File: config.mk
export PLATFORM = sky130hd
export DESIGN_NAME = accumulator_cpu_execute_core
export DESIGN_NICKNAME = d
export VERILOG_FILES = /design/src/design/ace_pkg.sv /design/src/design/ace_dmem.sv /design/src/design/ace_exec.sv /design/src/design/accumulator_cpu_execute_core.sv
export SDC_FILE = /design/constraint.sdc
export NUM_CORES = 2
export LEC_CHECK = 0
export BUFFER_PORTS_ARGS = -buffer_cell sky130_fd_sc_hd__buf_2
export CORE_MARGIN = 8
export CORE_UTILIZATION = 35
export DETAILED_ROUTE_END_ITERATION = 8
export HOLD_SLACK_MARGIN = 0.03
export SKIP_CTS_REPAIR_TIMING = 1
export SYNTH_ARGS = -nofsm -noshare
export SYNTH_HDL_FRONTEND = slang
export SYNTH_SLANG_ARGS = --single-unit
File: constraint.sdc
create_clock -name clk_i -period 11.87 [get_ports clk_i]
set_clock_uncertainty 0.2 [all_clocks]
set_input_delay 3.561 -clock clk_i [delete_from_list [all_inputs] [get_ports clk_i]]
set_output_delay 3.561 -clock clk_i [all_outputs]
set_load 0.03 [all_outputs]
File: src/design/ace_pkg.sv
// Shared types, codes and helpers of the accumulator execute core.
package ace_pkg;

  localparam int unsigned DataDepthDef = 256;
  localparam int unsigned CodeDepthDef = 256;

  typedef enum logic [3:0] {
    OP_NOOP      = 4'h0,
    OP_ARITH_IMM = 4'h1,
    OP_ARITH_MEM = 4'h2,
    OP_CLAC      = 4'h3,
    OP_STORE     = 4'h4,
    OP_BEQZ      = 4'h5,
    OP_HALT      = 4'hF
  } opcode_e;

  typedef enum logic [1:0] {
    ST_OK      = 2'd0,
    ST_HALT    = 2'd1,
    ST_INVALID = 2'd2,
    ST_STOPPED = 2'd3
  } status_e;

  typedef struct packed {
    logic        item_kind;
    logic [15:0] instruction;
    logic [7:0]  preload_address;
    logic [7:0]  preload_value;
  } in_beat_t;

  typedef struct packed {
    logic [7:0]        next_pc;
    status_e           status;
    logic signed [7:0] accumulator_out;
    logic              carry_out;
    logic              overflow_out;
    logic              zero_out;
  } out_beat_t;

  typedef struct packed {
    logic       en;
    logic [7:0] addr;
    logic [7:0] data;
  } mem_wr_t;

  // a mod depth for depth in 16..256: four restoring compare/subtract steps
  function automatic logic [7:0] wrap_addr(logic [7:0] a, logic [8:0] depth);
    logic [11:0] rem;
    logic [11:0] step;
    rem = {4'd0, a};
    for (int i = 3; i >= 0; i--) begin
      step = {3'd0, depth} << i;
      if (rem >= step) begin
        rem = rem - step;
      end
    end
    return rem[7:0];
  endfunction

endpackage

File: src/design/ace_dmem.sv
// Data memory: synchronous RAM, per-entry valid bits, write-to-read forwarding.
module ace_dmem
  import ace_pkg::*;
#(
  parameter int unsigned DATA_DEPTH = DataDepthDef
) (
  input  logic                          clk_i,
  input  logic                          rst_ni,
  input  logic                          rd_en_i,
  input  logic [$clog2(DATA_DEPTH)-1:0] rd_addr_i,
  input  mem_wr_t                       wr_i,
  output logic [7:0]                    rd_data_o
);

  localparam int unsigned AW = $clog2(DATA_DEPTH);

  logic [7:0]            mem_q [DATA_DEPTH];
  logic [DATA_DEPTH-1:0] vld_q;
  logic [7:0]            rd_raw_q;
  logic [AW-1:0]         rd_addr_q;
  mem_wr_t               last_q;
  logic [AW-1:0]         wr_addr;
  logic                  fwd_hit;

  assign wr_addr = wr_i.addr[AW-1:0];

  always_ff @(posedge clk_i) begin
    if (wr_i.en) begin
      mem_q[wr_addr] <= wr_i.data;
    end
    if (rd_en_i) begin
      rd_raw_q  <= mem_q[rd_addr_i];
      rd_addr_q <= rd_addr_i;
    end
  end

  // valid bits stand in for a clearing pass; last write kept for forwarding
  always_ff @(posedge clk_i or negedge rst_ni) begin
    if (!rst_ni) begin
      vld_q  <= '0;
      last_q <= '0;
    end else if (wr_i.en) begin
      vld_q[wr_addr] <= 1'b1;
      last_q         <= wr_i;
    end
  end

  assign fwd_hit   = last_q.en && (last_q.addr[AW-1:0] == rd_addr_q);
  assign rd_data_o = fwd_hit ? last_q.data : (vld_q[rd_addr_q] ? rd_raw_q : 8'd0);

endmodule

File: src/design/ace_exec.sv
// Execute stage: accumulator, flags, pc, stop state, ALU and result build.
module ace_exec
  import ace_pkg::*;
#(
  parameter int unsigned DATA_DEPTH = DataDepthDef,
  parameter int unsigned CODE_DEPTH = CodeDepthDef
) (
  input  logic      clk_i,
  input  logic      rst_ni,
  input  logic      fire_i,
  input  in_beat_t  item_i,
  input  logic [7:0] operand_i,
  output out_beat_t result_o,
  output mem_wr_t   wr_o
);

  logic [7:0] acc_q, acc_d;
  logic [7:0] pc_q, pc_d;
  logic       carry_q, carry_d;
  logic       ovf_q, ovf_d;
  logic       zero_q, zero_d;
  logic       stop_q, stop_d;

  opcode_e    op;
  logic       sub;
  logic [7:0] field;
  logic [7:0] alu_b;
  logic [8:0] sum;
  logic [8:0] diff;
  logic [7:0] alu_r;
  logic       alu_c;
  logic       alu_v;
  logic [8:0] pc_inc;
  status_e    status;
  mem_wr_t    wr;

  assign op    = opcode_e'(item_i.instruction[15:12]);
  assign sub   = (item_i.instruction[11:8] != 4'd0);
  assign field = item_i.instruction[7:0];
  assign alu_b = (op == OP_ARITH_IMM) ? field : operand_i;
  assign sum   = {1'b0, acc_q} + {1'b0, alu_b};
  assign diff  = {1'b0, acc_q} - {1'b0, alu_b};
  assign alu_r = sub ? diff[7:0] : sum[7:0];
  assign alu_c = sub ? diff[8] : sum[8];
  assign alu_v = sub ? ((acc_q[7] != alu_b[7]) && (alu_r[7] != acc_q[7]))
                     : ((acc_q[7] == alu_b[7]) && (alu_r[7] != acc_q[7]));
  assign pc_inc = {1'b0, pc_q} + 9'd1;

  always_comb begin
    acc_d   = acc_q;
    pc_d    = pc_q;
    carry_d = carry_q;
    ovf_d   = ovf_q;
    zero_d  = zero_q;
    stop_d  = stop_q;
    status  = ST_OK;
    wr      = '0;
    if (stop_q) begin
      status = ST_STOPPED;
    end else if (item_i.item_kind) begin
      wr.en   = 1'b1;
      wr.addr = wrap_addr(item_i.preload_address, 9'(DATA_DEPTH));
      wr.data = item_i.preload_value;
    end else begin
      pc_d = (pc_inc == 9'(CODE_DEPTH)) ? 8'd0 : pc_inc[7:0];
      case (op)
        OP_NOOP: begin
        end
        OP_ARITH_IMM, OP_ARITH_MEM: begin
          acc_d   = alu_r;
          carry_d = alu_c;
          ovf_d   = alu_v;
        end
        OP_CLAC: begin
          acc_d  = 8'd0;
          zero_d = 1'b1;
        end
        OP_STORE: begin
          wr.en   = 1'b1;
          wr.addr = wrap_addr(field, 9'(DATA_DEPTH));
          wr.data = acc_q;
        end
        OP_BEQZ: begin
          if (acc_q == 8'd0) begin
            pc_d = wrap_addr(field, 9'(CODE_DEPTH));
          end
        end
        OP_HALT: begin
          stop_d = 1'b1;
          status = ST_HALT;
        end
        default: begin
          stop_d = 1'b1;
          status = ST_INVALID;
        end
      endcase
    end
  end

  always_ff @(posedge clk_i or negedge rst_ni) begin
    if (!rst_ni) begin
      acc_q   <= '0;
      pc_q    <= '0;
      carry_q <= 1'b0;
      ovf_q   <= 1'b0;
      zero_q  <= 1'b0;
      stop_q  <= 1'b0;
    end else if (fire_i) begin
      acc_q   <= acc_d;
      pc_q    <= pc_d;
      carry_q <= carry_d;
      ovf_q   <= ovf_d;
      zero_q  <= zero_d;
      stop_q  <= stop_d;
    end
  end

  always_comb begin
    wr_o                     = wr;
    wr_o.en                  = wr.en && fire_i;
    result_o.next_pc         = pc_d;
    result_o.status          = status;
    result_o.accumulator_out = acc_d;
    result_o.carry_out       = carry_d;
    result_o.overflow_out    = ovf_d;
    result_o.zero_out        = zero_d;
  end

endmodule

File: src/design/accumulator_cpu_execute_core.sv
// An accepted input beat is registered in stage 1, then its result in the output register.
// Throughput: one beat per cycle while the output is not stalled; the data memory read
//   overlaps the previous beat's execute, and a same-address write is forwarded.
// Reset (async, active low) clears accumulator, flags, pc, stop state and pipeline;
//   data memory reads as zero until written (per-entry valid bits, no clear pass).
// Once HALT or a bad opcode executes, every later beat reports stopped.
module accumulator_cpu_execute_core
  import ace_pkg::*;
#(
  parameter int unsigned DATA_DEPTH = DataDepthDef,
  parameter int unsigned CODE_DEPTH = CodeDepthDef
) (
  input  logic      clk_i,
  input  logic      rst_ni,
  input  logic      in_valid_i,
  output logic      in_stall_o,
  input  in_beat_t  in_beat_i,
  output logic      out_valid_o,
  input  logic      out_stall_i,
  output out_beat_t out_beat_o
);

  localparam int unsigned AW = $clog2(DATA_DEPTH);

  // stage 1 holds the beat whose memory read is in flight
  in_beat_t  s1_q;
  logic      s1_vld_q, s1_vld_d;
  out_beat_t out_q;
  logic      out_vld_q, out_vld_d;

  logic          s1_go;
  logic          fire;
  logic          in_acc;
  logic [7:0]    rd_wrap;
  logic [AW-1:0] rd_addr;
  logic [7:0]    operand;
  out_beat_t     result;
  mem_wr_t       wr;

  // execute when the output register is free or being drained this cycle
  assign s1_go      = !out_vld_q || !out_stall_i;
  assign fire       = s1_vld_q && s1_go;
  assign in_stall_o = s1_vld_q && !s1_go;
  assign in_acc     = in_valid_i && !in_stall_o;

  // memory operand address issued at accept, whatever the beat kind
  assign rd_wrap = wrap_addr(in_beat_i.instruction[7:0], 9'(DATA_DEPTH));
  assign rd_addr = rd_wrap[AW-1:0];

  ace_dmem #(
    .DATA_DEPTH(DATA_DEPTH)
  ) u_dmem (
    .clk_i     (clk_i),
    .rst_ni    (rst_ni),
    .rd_en_i   (in_acc),
    .rd_addr_i (rd_addr),
    .wr_i      (wr),
    .rd_data_o (operand)
  );

  ace_exec #(
    .DATA_DEPTH(DATA_DEPTH),
    .CODE_DEPTH(CODE_DEPTH)
  ) u_exec (
    .clk_i     (clk_i),
    .rst_ni    (rst_ni),
    .fire_i    (fire),
    .item_i    (s1_q),
    .operand_i (operand),
    .result_o  (result),
    .wr_o      (wr)
  );

  assign s1_vld_d  = in_acc || (s1_vld_q && !fire);
  assign out_vld_d = fire || (out_vld_q && out_stall_i);

  always_ff @(posedge clk_i or negedge rst_ni) begin
    if (!rst_ni) begin
      s1_vld_q  <= 1'b0;
      out_vld_q <= 1'b0;
    end else begin
      s1_vld_q  <= s1_vld_d;
      out_vld_q <= out_vld_d;
    end
  end

  always_ff @(posedge clk_i) begin
    if (in_acc) begin
      s1_q <= in_beat_i;
    end
    if (fire) begin
      out_q <= result;
    end
  end

  assign out_valid_o = out_vld_q;
  assign out_beat_o  = out_q;

endmodule

* Word level (Yosys, flattened, before mapping)
Memory sizes are Yosys's and may differ from the RTL's. A register that Yosys moved wholly into a read port is not among the register bits.
Index checks and enable logic that the tools add are counted.
** Word-level totals
- Latch bits :: 0
- Output and inout port bits :: 23
- Memories kept :: 1
- Memory bits (writable) :: 2048
- Flip-flop bits (word level) :: 357
- ROM bits :: 0
- Input bits :: 37
- Logic and storage cells :: 102
** Operators by class
- Reductions and logical operators :: 23
- Mux-type cells :: 37
- Multiply operators :: 0
- Divide/modulo/power cells :: 0
- Equality and inequality tests :: 11
- Shift operators :: 0
- $add $sub $neg :: 3
- Bitwise logic cells :: 1
- $lt $le $gt $ge :: 3
** Memories
- u_dmem.mem_q :: words 256, width 8, read ports 1, clocked after Yosys merged registers in 1, wr ports 1, RTL line ace_dmem.sv:17 : logic [7:0] mem_q [DATA_DEPTH];
** Operator list (number)
- OR 256 bit :: 1
- two-way mux 8 bit :: 11
- two-way mux 17 bit :: 3
- < comparator 8 x 9 -> 1 bit (second input constant) :: 2
- two-way mux 1 bit :: 18
- case mux 8 bit (2 select lines) :: 1
- logical AND 1 bit :: 10
- adder 8 x 1 -> 9 bit (second input constant) :: 1
- adder 8 x 8 -> 9 bit :: 1
- == test 9 bit (second input constant) :: 1
- subtractor 8 x 8 -> 9 bit :: 1
- binary-select mux 1 bit (select 8 bit) :: 1
- demux 1 bit (select 8 bit) :: 1
- == test 4 x 2 -> 1 bit (second input constant) :: 2
- == test 4 x 3 -> 1 bit (second input constant) :: 2
- == test 8 bit :: 1
- greater-or-equal comparator 8 x 1 -> 1 bit (second input constant) :: 1
- zero test 8 bit :: 1
- OR reduction 6 bit :: 1
- zero test 1 bit :: 5
- == test 4 x 1 -> 1 bit (second input constant) :: 1
- == test 4 bit (second input constant) :: 1
- zero test 4 bit :: 1
- case mux 2 bit (2 select lines) :: 1
- other kinds (6) :: 9

* Logic depth before layout (Yosys ltp)
- Depth after elaboration :: 13
- Mapped depth :: 23
- Mapped depth without buffers :: 19

* Hierarchy
Synthesis repeated with hierarchy kept, for this count alone.
** Unflattened totals
- Cell total of the unflattened synthesis :: 4464
- Area total of the unflattened synthesis :: 94346.7 µm²
** By module, submodules not included
- ace_dmem :: cells each 4107, sequential area each 68811.0 µm², area an instance 90304.1 µm², instances 1
- ace_exec :: cells each 295, sequential area each 500.5 µm², area an instance 2328.5 µm², instances 1
- accumulator_cpu_execute_core :: cells each 62, sequential area each 1671.6 µm², area an instance 1714.1 µm², instances 1

* Worst setup path after synthesis
Ideal clock, no wire load.
- Path type :: register -> register
- Start point :: reg s1_q[32] in the netlist's numbering
- End point :: mem u_dmem.mem_q[0][4], data pin
- Path buffers :: 4
- Data arrival time :: 7468 ps
- Cell stages (with the launch flop) :: 7
- Path slack :: 2811 ps
- Library setup time :: 1391 ps
- Cells stage by stage :: edfxtp_1 -> buf_2 -> buf_2 -> buf_1 -> buf_1 -> mux2i_1 -> nor2_1
** RTL lines
- start, declared :: RTL line accumulator_cpu_execute_core.sv:26 : in_beat_t s1_q;
- start signal, assigned :: RTL line accumulator_cpu_execute_core.sv:89 : s1_q <= in_beat_i;
- end, declared :: RTL line ace_dmem.sv:17

* Worst setup path after layout
- Start point :: in out_stall_i
- End point :: out in_stall_o
** On the way
- Word-level cells in the longest chain between the ends :: 4
** RTL lines
- start, declared :: RTL line accumulator_cpu_execute_core.sv:19 : input logic out_stall_i,
- zero test 1 bit :: RTL line accumulator_cpu_execute_core.sv:41 : assign s1_go = !out_vld_q || !out_stall_i;
- logical OR 1 bit :: RTL line accumulator_cpu_execute_core.sv:41
- zero test 1 bit :: RTL line accumulator_cpu_execute_core.sv:43 : assign in_stall_o = s1_vld_q && !s1_go;
- logical AND 1 bit :: RTL line accumulator_cpu_execute_core.sv:43
- end, declared :: RTL line accumulator_cpu_execute_core.sv:16 : output logic in_stall_o,
No other way between the ends.

==> results by group <==
Logic synthesis
  – Area leader, netlist: edfxtp_1
  – Synth cell types: 71
  – Post-Syn Area: 0.0943 mm²
  – Mapped Avg Cell Area: 21.1 µm²
  – Post-synth EDFFs: 2110
  – Synth async-reset ratio: 0.123
  – YS warnings: 0
  – Sequential area share after synthesis: 0.751
  – Gate count after technology mapping: 4464
  – Commonest cells post-synth: edfxtp_1, mux4_2, dfrtp_1
  – Register bit total from synthesis: 2405
  – Top post-synthesis cells by area: edfxtp_1, mux4_2, dfrtp_1
  – Synth top area share: 0.672
  – Top FF cell, synth: edfxtp_1
  – Syn Nets: 4520
  – Top-count cell post-synth: edfxtp_1

Die
  – Core area: 0.268 mm²
  – Num rows: 190
  – Starting density of the core: 0.352
  – I/O pin total: 60
  – Die Ht: 535 µm
  – Full die area: 0.286 mm²
  – Die Wd: 535 µm

STA
  – RSZ-0062 raised after global routing: no
  – Fmax: 0.129 GHz
  – Fin crit share: 0.654
  – Min Hold Slack: 257 ps
  – Setup WS post-layout: 4100 ps
  – Crit path time final: 7770 ps
  – Hold Vio Cnt, Final: 0
  – Slew margin rel.: 0.0384
  – Final setup viols: 0
  – Worst-Margin Slew: 1440 ps
  – Setup TNS Final: 0 ps
  – Max-slew violations: 0

Critical path
  – Reg2reg path depth: 20
  – Critical path capture point: in_stall_o
  – R2r endpoint: out_beat_o[2]$_DFFE_PP_
  – Peak fanout along the critical path: 3
  – Critical path origin: out_stall_i
  – Critical path endpoint category: primary output
  – FF-to-FF Start: s1_q[16]$_DFFE_PP_
  – Required time of the critical path: 8110 ps
  – Worst reg-to-reg setup slack: 4640 ps
  – Setup CP Type: primary input to primary output
  – WP data arrival: 4010 ps
  – CP Launch Type: primary input

Placed design
  – Buffers on Ports: 59
  – Setup WS pre-CTS: 3380 ps
  – Placer congestion estimate: 0.822
  – Post-DP HPWL: 141000 µm

Clock tree
  – Clock root cell: clkbuf_16
  – CTS tree: built
  – Clock sinks: 2405
  – H-tree levels: 4
  – Clk_lat worst skew: 870 ps
  – Clock slew at the register clock pins of the worst setup and hold paths: 60 ps
  – Number of buffers created by CTS: 236
  – Clock buffer depth: 3

Final layout
  – Multi-input logic area: 0.0223 mm²
  – Synth-to-layout area growth: 13.5%
  – Fillers: 23425
  – Fraction of layout cells with a size suffix above 1: 0.307
  – NumNets Final: 4683
  – Storage element area: 0.0707 mm²

Drt
  – Vias per Instance: 5.40
  – WL final: 236000 µm
  – Via count: 45332
  – Post-route antenna net violation count: 0
  – Drt drc: 0
  – Iteration-0 DRC count of the detailed router: 5206
  – DR WL/cell: 28.1 µm
  – Pre-antenna DRT Iters: 8

Worst hold path
  – Worst min path class: register to register

Global routing
  – Largest net degree at the start of global routing: 257
  – Total track usage: 0.162
  – Initial antenna violation count: 5
  – First-pass GRT wire length: 340000 µm
  – Total grt overflow: 0
  – Vias in the first global route: 46498

Power
  – Total power: 17800 µW
  – P per Cell Area: 166 mW/mm²
  – Pleak: 0.0366 µW
  – Worst VDD drop: 0.130 mV

Run
  – Max Cap Violations: 0

Outcome
  – Status: finished, final reports clean
## kinds of logic (layout without fill, tap and decap cells)
family                     count (synthesis)  after routing  synth area share
buffers and inverters                    264            640            0.0137
AOI/OAI and AO/OA                        262            262            0.0200
xor gates and xnor gates                  14             14           0.00130
and+or+nand+nor                          756            756            0.0401
DFF                                     2405           2405             0.751
muxes                                    744            744             0.172
other                                      0              3                 0
adders and majority gates                 19             19           0.00268
## worst min path at each step
stage | startpoint | cells past startpoint | to
2_1_floorplan | u_dmem.vld_q[133]$_DFFE_PN0P_ | 1 | u_dmem.vld_q[133]$_DFFE_PN0P_
3_3_place_gp | u_dmem.vld_q[181]$_DFFE_PN0P_ | 1 | u_dmem.vld_q[181]$_DFFE_PN0P_
3_5_place_dp | u_dmem.vld_q[105]$_DFFE_PN0P_ | 1 | u_dmem.vld_q[105]$_DFFE_PN0P_
4_1_cts | u_dmem.vld_q[105]$_DFFE_PN0P_ | 1 | u_dmem.vld_q[105]$_DFFE_PN0P_
5_1_grt | u_dmem.vld_q[146]$_DFFE_PN0P_ | 1 | u_dmem.vld_q[146]$_DFFE_PN0P_
6_report | u_dmem.vld_q[134]$_DFFE_PN0P_ | 1 | u_dmem.vld_q[134]$_DFFE_PN0P_
## layout by cell type (no fill, tap or decap), drive strengths merged, types with 16 or more instances in the layout
cell type  Yosys  layout
a21o          16      16
a21oi         32      32
a221oi        21      21
a22o          28      28
a22oi         50      50
buf          119     169
bufinv         0      23
clkbuf       125     340
clkinv         0      73
dfrtp        295     295
edfxtp      2110    2110
ha            17      17
inv           20      26
mux2          16      16
mux2i         35      35
mux4         693     693
nand2        116     116
nand3         19      19
nor2         303     303
o21ai         45      45
or2          258     258
## registers in the layout, indices dropped and copies added, names as in the netlist, 8 cells and up
signal	cells
u_exec.acc_q	8
u_dmem.last_q	17
u_dmem.rd_raw_q	8
out_beat_o	21
s1_q	33
u_exec.pc_q	8
u_dmem.vld_q	256
u_dmem.mem_q	2048
## routing by layer
metal | share of wire | vias up | GRT usage
met5 | 0.00040 | - | 0.00253
met4 | 0.026 | 2 | 0.0445
met3 | 0.076 | 329 | 0.0355
met2 | 0.47 | 1754 | 0.257
met1 | 0.43 | 24632 | 0.227
li1 | - | 18615 | -
## power breakdown
part,switching [µW],leakage [µW],internal [µW]
clock,3190,0.00391,4440
combinational,534,0.00866,401
sequential,73.1,0.0240,9170
total,3790,0.0366,14000
## area by class of cell
| cell class | instances | area share |
|---|---|---|
| well taps | 3552 | 0.0415 |
| flip-flops and latches | 2405 | 0.661 |
| inverters | 20 | 0.000702 |
| diodes | 3 | 0.0000702 |
| multi-input cells | 1795 | 0.209 |
| repair buffers | 169 | 0.0130 |
| clock inverters | 111 | 0.0119 |
| clock buffers | 340 | 0.0630 |
## worst max-delay path, stage by stage
cell and delay (ps):
buf_2 100, nand3_1 90, inv_1 70, buf_2 190
## stage by stage
step	cell area, µm²	utilization	instances
6_report	107000	0.399	8395
5_1_grt	107000	0.399	8393
4_1_cts	107000	0.399	8391
3_5_place_dp	99000	0.369	7940
3_3_place_gp	98900	0.369	7938
2_1_floorplan	94300	-	4464
No activity file was read; power rests on OpenSTA's default activity.
